--- src/hw/rtl/mtfpl_pkg.sv ---
// Shared constants and types for the move-to-front position list.
// Holds default sizes, command codes, cell operation codes and field widths.
// No dependencies.
package mtfpl_pkg;

	localparam int DEPTH_DEF      = 256;
	localparam int COLOR_BITS_DEF = 16;

	localparam int CMD_W       = 2;
	localparam int IN_COLOR_W  = 16;
	localparam int POS_W       = 9;

	typedef logic [CMD_W-1:0] cmd_t;

	localparam cmd_t CMD_CLEAR  = 2'd0;
	localparam cmd_t CMD_APPEND = 2'd1;
	localparam cmd_t CMD_QUERY  = 2'd2;

	typedef logic [2:0] cell_op_t;

	localparam cell_op_t OP_HOLD   = 3'd0;
	localparam cell_op_t OP_APPEND = 3'd1;
	localparam cell_op_t OP_ROTATE = 3'd2;
	localparam cell_op_t OP_DROP   = 3'd3;
	localparam cell_op_t OP_INSERT = 3'd4;

endpackage

--- src/hw/rtl/mtfpl_cell.sv ---
// One list cell: holds a single color and takes a new one from its neighbors,
// the head cell or the broadcast color as the operation code says.
// Depends on mtfpl_pkg for the cell operation codes.
module mtfpl_cell #(
	parameter int COLOR_BITS = mtfpl_pkg::COLOR_BITS_DEF,
	parameter int CNT_W      = $clog2(mtfpl_pkg::DEPTH_DEF + 1),
	parameter int INDEX      = 0
) (
	input  logic                      clk,
	input  mtfpl_pkg::cell_op_t       op,
	input  logic [CNT_W-1:0]          len,
	input  logic [COLOR_BITS-1:0]     color,
	input  logic [COLOR_BITS-1:0]     head,
	input  logic [COLOR_BITS-1:0]     left,
	input  logic [COLOR_BITS-1:0]     right,
	output logic [COLOR_BITS-1:0]     entry
);
	import mtfpl_pkg::*;

	logic [COLOR_BITS-1:0] entry_q;
	logic                  is_tail;
	logic                  is_next;

	assign is_tail = (len == CNT_W'(INDEX + 1));
	assign is_next = (len == CNT_W'(INDEX));

	always_ff @(posedge clk) begin
		unique case (op)
			OP_APPEND: begin
				if (is_next) begin
					entry_q <= color;
				end
			end
			OP_ROTATE: entry_q <= is_tail ? head : right;
			OP_DROP:   entry_q <= right;
			OP_INSERT: entry_q <= left;
			default:   entry_q <= entry_q;
		endcase
	end

	assign entry = entry_q;

endmodule

--- config.mk ---
export PLATFORM = sky130hd
export DESIGN_NAME = mtfpl_cell
export DESIGN_NICKNAME = d
export VERILOG_FILES = /design/src/hw/rtl/mtfpl_pkg.sv /design/src/hw/rtl/mtfpl_cell.sv
export SDC_FILE = /design/constraint.sdc
export NUM_CORES = 1
export LEC_CHECK = 0
export ABC_AREA = 1
export BUFFER_PORTS_ARGS = -buffer_cell sky130_fd_sc_hd__buf_2
export CORE_UTILIZATION = 41
export DETAILED_ROUTE_END_ITERATION = 16
export PLACE_DENSITY = 0.78
export SYNTH_ARGS = -nofsm -noshare
export SYNTH_HDL_FRONTEND = slang
export SYNTH_SLANG_ARGS = --single-unit
--- constraint.sdc ---
create_clock -name clk -period 2.3 [get_ports clk]
set_input_delay 0.69 -clock clk [delete_from_list [all_inputs] [get_ports clk]]
set_output_delay 0.69 -clock clk [all_outputs]
set_load 0.02 [all_outputs]
==> results of run 1 <==
[metal layers]
layer / GRT usage, % / vias up / part of all wire [%]
li1: - / 853 / -
met1: 28.6 / 721 / 42
met2: 40.2 / 80 / 49
met3: 1.28 / 2 / 7.4
met4: 6.82 / 0 / 0.86
met5: 0 / - / 0
[per-stage QoR]
step | utilization (%) | hold slack (ns) | power, mW
after floorplan | - | 0.893 | 0.527
after global placement | 60.0 | 0.980 | 0.639
after detailed placement | 60.0 | 0.982 | 0.641
after CTS | 60.8 | 0.682 | 0.792
after global routing | 60.8 | 0.703 | 0.829
final | 60.8 | 0.691 | 0.788
[cell usage in the layout (no fill, tap or decap)]
master,instances
sky130_fd_sc_hd__a21oi_4,1
sky130_fd_sc_hd__buf_2,92
sky130_fd_sc_hd__buf_4,5
sky130_fd_sc_hd__clkbuf_4,3
sky130_fd_sc_hd__clkinv_1,1
sky130_fd_sc_hd__edfxtp_1,16
sky130_fd_sc_hd__inv_1,53
sky130_fd_sc_hd__inv_2,1
sky130_fd_sc_hd__nand2_1,36
sky130_fd_sc_hd__nand2_2,1
sky130_fd_sc_hd__nand3_1,64
sky130_fd_sc_hd__nand3_2,1
sky130_fd_sc_hd__nand4_1,1
sky130_fd_sc_hd__nor2_1,4
sky130_fd_sc_hd__nor2_4,4
sky130_fd_sc_hd__nor3_1,1
sky130_fd_sc_hd__nor3_4,1
sky130_fd_sc_hd__o21ai_0,6
sky130_fd_sc_hd__o21ai_1,10
[cell type report]
type / instances / area, µm² / share of cell area, %
timing repair buffer: 97 / 498 / 26.0
sequential: 16 / 480 / 25.0
clock inverter: 1 / 3.75 / 0.196
tap: 44 / 55.1 / 2.87
inverter: 54 / 203 / 10.6
clock buffer: 3 / 22.5 / 1.17
multi-input combinational: 130 / 656 / 34.2
[kinds of logic after synthesis]
family	synth area share, %
compound gates	6.81
buf+inv	19.6
simple gates	39.6
flops	34.0
[synthesized netlist by cell type (all sizes together)]
library cell	number	area [µm²]
a21oi	1	16.3
buf	9	75.1
edfxtp	16	480
inv	54	203
nand2	37	141
nand3	65	330
nand4	1	6.26
nor2	8	60.1
nor3	2	21.3
o21ai	16	80.1
[power by group through the flow]
stage	registers, mW	clock network [mW]	logic [mW]
global route	0.373	0.164	0.293
finish	0.370	0.154	0.264
CTS	0.370	0.157	0.264
global placement	0.377	0	0.262
detailed placement	0.377	0	0.264
floorplan	0.420	0	0.107
[worst paths after layout]
check,to,slack [ns],from,cells past startpoint
setup / recovery,entry[12]$_DFFE_PP_,0.52,op[2],5
hold / removal,entry[5]$_DFFE_PP_,0.69,color[5],3
==> flow_summary.yaml, run 1 <==
outcome:
  result_of_the_run: "finished clean"
die:
  die_height_um: 60.7
  die-width_um: 60.7
  ioPinCount: 93
  rows: 20
  coreArea_um2: 3150
  floorplan.die_area_um2: 3690
  floorplan.initialDensity_pct: 44.8
worst_setup_path:
  critical_path.startpoint_type: "input port"
  cp_cell_sequence: "buf_2 > buf_4 > nor3_4 > nand3_1 > nand3_1"
  critical_path_peak_fanout: 16
  crit_type: "in -> reg"
  critical_path.n_buffers_inverters: 2
  timing.critical_path.mode_cell: "sky130_fd_sc_hd__nand3_1"
  timing.critical_path.required_ns: 2.45
  critical_path.max_stage_delay_ns: 0.55
  setup.worst_path.end_class: "flip-flop"
  path_delay_family: "simple AND/OR/NAND/NOR gates"
  critical_path_arrival_ns: 1.93
  slowest_stage: "sky130_fd_sc_hd__nor3_4"
logic_synthesis:
  synth_sequential_area_ratio_pct: 34.0
  synthesized_instance_count: 209
  yosys_register_bits: 16
  yosys_warning_total: 0
  combined_area_of_all_synthesized_cells_um2: 1410
  synth.net_count: 286
  synthDistinctLibCells: 18
  synthesis.area_per_instance_um2: 6.76
clock_network:
  clock_sink_count: 16
  cts-buffers-inserted: 3
  clkSlewWorstSetupHoldPaths_ns: 0.10
  cts_root_buf: "sky130_fd_sc_hd__clkbuf_4"
  ctsHoldBuffers: 0
  number_of_cells_upsized_or_downsized_after_cts: 0
  tritoncts_clock_tree: "built"
  cts.htree.levels: 1
  ctsLongestPathBuffers: 2
  post-cts-setup-buffer-count: 0
detailed_routing:
  detail-route-antenna-nets: 0
  detail_route.wirelength_um: 3940
  route.detailed.wl_per_inst_um: 11.4
  first_pass_iters: 4
  number_of_design_rule_violations_left_by_the_first_detailed_router_iteration: 91
  vias: 1656
  avgViaCountPerCell: 4.80
  detail_route.drc_violations: 0
power_and_ir_drop:
  comb_power_share_pct: 33.5
  intPower_mw: 0.533
  cellPowerDensity_nw_per_um2: 411
  share_clk_of_total_power_pct: 19.6
  switching_share_of_power_pct: 32.4
  leakagePower_nw: 1.04
  power_frac_seq_pct: 46.9
  power.ir.vdd_worst_mv: 0.184
  power.switching_mw: 0.255
timing:
  unrepaired_setup_endpoints_after_global_routing: "false"
  timing.max_slew.rel_slack_pct: 56.3
  timing.fmax_ghz: 0.563
  final_critical_path_setup_slack_ns: 0.524
  layout_min_cycle_time_ns: 1.78
  tightestPinTransition_ns: 0.653
  final_max_slew_viol_count: 0
  number_of_endpoints_with_negative_hold_slack_in_the_final_report: 0
  finalSetupTns_ns: 0
  setup-violations-final: 0
  timing.final.crit_share_pct: 77.2
place:
  gpl.final_weighted_congestion: 0.796
  place.port_buffers: 92
  dpl-instance-area_um2: 1890
  dpl.cell_count: 341
  estimated_wirelength_of_the_detail_placed_design_um: 2980
  placement.setup.worst_slack_ns: 0.234
finish:
  antennaDiodeCount: 0
  largest_reg_flops: 16
  fillers: 310
  layout-drive-gt1-share_pct: 36.2
  postLayoutCellArea_um2: 1920
  nNetsFinal: 379
  fin_cells: 345
  synthToLayoutAreaGrowth_pct: 35.7
global_routing:
  grt_pass1_wl_um: 6170
  grt_start_max_net_pins: 18
  vias_in_the_first_global_route: 1509
  overflow: 0
  grt_antenna_before_repair: 0
  globalRouteTotalUtil_pct: 22.3
min_path:
  min-delay-path-class: "in -> reg"
job:
  number_of_maximum_capacitance_constraint_violations: 0
No activity file was read; power rests on OpenSTA's default activity.
==> inputs of run 2 (changes only) <==
Clock period 2.3 ns to 1.8 ns, I/O delays scaled along.
==> run 2 against run 1 <==
  * Critical path depth decreased by 4
  * Power up 30%
  * Non-clock buffer count rose by 5
  * Clock-buffer cell count is the same
  * Critical endpoint is now entry[0]
  * Die area is the same
  * Global-route usage up 1.7 points
  * Cell count grew 1.4%
  * Sequential share of layout area decreased by 0.82 points
  * Utilization grew 2.1 points
  * Sequential power increased by 28%
  * Combinational power increased by 34%
  * First-iteration DRC count fell by 7.7%
==> flow_summary.yaml, run 2 (same netlist as run 1, synthesis figures left out) <==
timing:
  final_max_slew_viol_count: 0
  setup-violations-final: 0
  final_critical_path_setup_slack_ns: 0.390
  number_of_endpoints_with_negative_hold_slack_in_the_final_report: 0
  timing.max_slew.rel_slack_pct: 57.2
  timing.final.crit_share_pct: 78.4
  fin_worst_hold_slack_ns: 0.543
  timing.fmax_ghz: 0.709
  tightestPinTransition_ns: 0.640
  finalSetupTns_ns: 0
  layout_min_cycle_time_ns: 1.41
  unrepaired_setup_endpoints_after_global_routing: "false"
worst_setup_path:
  critical_path_peak_fanout: 1
  worst_setup_path_startpoint: "entry[0]$_DFFE_PP_"
  critical_path.max_stage_delay_ns: 0.41
  critical_path_arrival_ns: 0.87
  path_delay_family: "flip-flops"
  timing.critical_path.required_ns: 1.26
  setup.worst_path.end_class: "primary output"
  worstSetupEndpoint: "entry[0]"
  cp_cell_sequence: "buf_2"
  crit_type: "reg -> out"
  critical_path.n_buffers_inverters: 1
  crit_cells: 1
  slowest_stage: "sky130_fd_sc_hd__edfxtp_1"
  critical_path.startpoint_type: "flip-flop"
finish:
  nNetsFinal: 384
  synthToLayoutAreaGrowth_pct: 40.3
  footprint_of_the_multi_input_gates_um2: 658
  area_occupied_by_registers_um2: 480
  layout-drive-gt1-share_pct: 37.6
  leading_cell_type_in_the_layout_fill_and_taps_excluded: "sky130_fd_sc_hd__buf_2"
  layout.cells.most_common_list: "sky130_fd_sc_hd__buf_2 (92), sky130_fd_sc_hd__nand3_1 (64), sky130_fd_sc_hd__inv_1 (53), sky130_fd_sc_hd__nand2_1 (35), sky130_fd_sc_hd__edfxtp_1 (16)"
  fillers: 313
  postLayoutCoreUtil_pct: 62.9
  largest_reg_flops: 16
  antennaDiodeCount: 0
detailed_routing:
  vias: 1683
  detail-route-antenna-nets: 0
  route.detailed.wl_per_inst_um: 11.6
  first_pass_iters: 4
  detail_route.wirelength_um: 4060
  detail_route.drc_violations: 0
  number_of_design_rule_violations_left_by_the_first_detailed_router_iteration: 84
  avgViaCountPerCell: 4.81
clock_network:
  cts.htree.levels: 1
  tritoncts_clock_tree: "built"
  number_of_cells_upsized_or_downsized_after_cts: 0
  cts_root_buf: "sky130_fd_sc_hd__clkbuf_4"
  ctsLongestPathBuffers: 2
  ctsHoldBuffers: 0
  clkSlewWorstSetupHoldPaths_ns: 0.10
  clock_sink_count: 16
  cts-buffers-inserted: 3
  post-cts-setup-buffer-count: 0
global_routing:
  grt_antenna_before_repair: 0
  globalRouteTotalUtil_pct: 24.0
  vias_in_the_first_global_route: 1512
  grt_start_max_net_pins: 17
  overflow: 0
  grt_pass1_wl_um: 6550
die:
  die_height_um: 60.7
  floorplan.initialDensity_pct: 44.8
  coreArea_um2: 3150
  ioPinCount: 93
  rows: 20
  floorplan.die_area_um2: 3690
  die-width_um: 60.7
min_path:
  min-delay-path-class: "in -> reg"
power_and_ir_drop:
  power.ir.vdd_worst_mv: 0.240
  power_mw: 1.02
  leakagePower_nw: 1.07
  cellPowerDensity_nw_per_um2: 516
place:
  placement.setup.worst_slack_ns: 0.125
  gpl.final_weighted_congestion: 0.867
  estimated_wirelength_of_the_detail_placed_design_um: 3210
  place.port_buffers: 92
outcome:
  result_of_the_run: "finished clean"
job:
  number_of_maximum_capacitance_constraint_violations: 0
run 2: cell count changes in the layout (fill, tap and decap cells not counted):
cell / previous run / this run
sky130_fd_sc_hd__buf_12: 0 / 2
sky130_fd_sc_hd__nand2_1: 36 / 35
sky130_fd_sc_hd__buf_4: 5 / 8
sky130_fd_sc_hd__nand2_2: 1 / 2
run 2: metrics by stage:
step,cell area [µm²],std cells
floorplan,1420,209
global placement,1960,346
detailed placement,1960,346
CTS,1980,350
global route,1980,350
finish,1980,350
run 2: layer usage:
layer	part of all wire, %	up-vias	GRT usage, %	routed length (µm)
li1	-	866	-	-
met1	40	726	30.5	1610
met2	51	87	41.1	2070
met3	8.4	4	3.41	340
met4	0.94	0	9.09	38
met5	0	-	0	0
run 2: worst min path at each step:
stage / endpoint / slack (ns) / startpoint / depth (start not counted)
after global routing: entry[5]$_DFFE_PP_ / 0.55 / color[5] / 3
after global placement: entry[7]$_DFFE_PP_ / 0.83 / color[7] / 3
after CTS: entry[6]$_DFFE_PP_ / 0.54 / color[6] / 3
after detailed placement: entry[6]$_DFFE_PP_ / 0.84 / color[6] / 3
after floorplan: entry[0]$_DFFE_PP_ / 0.74 / color[0] / 2
final: entry[6]$_DFFE_PP_ / 0.54 / color[6] / 3
run 2: layout make-up:
class / instances / share of cell area (%)
sequential: 16 / 24.2
tap: 44 / 2.78
clock buffer: 3 / 1.14
clock inverter: 1 / 0.189
multi-input combinational: 130 / 33.2
timing repair buffer: 102 / 28.3
inverter: 54 / 10.2
run 2: power by group:
group	switching (mW)	internal, mW
combinational	0.203	0.152
clock	0.113	0.0803
sequential	0.0122	0.462
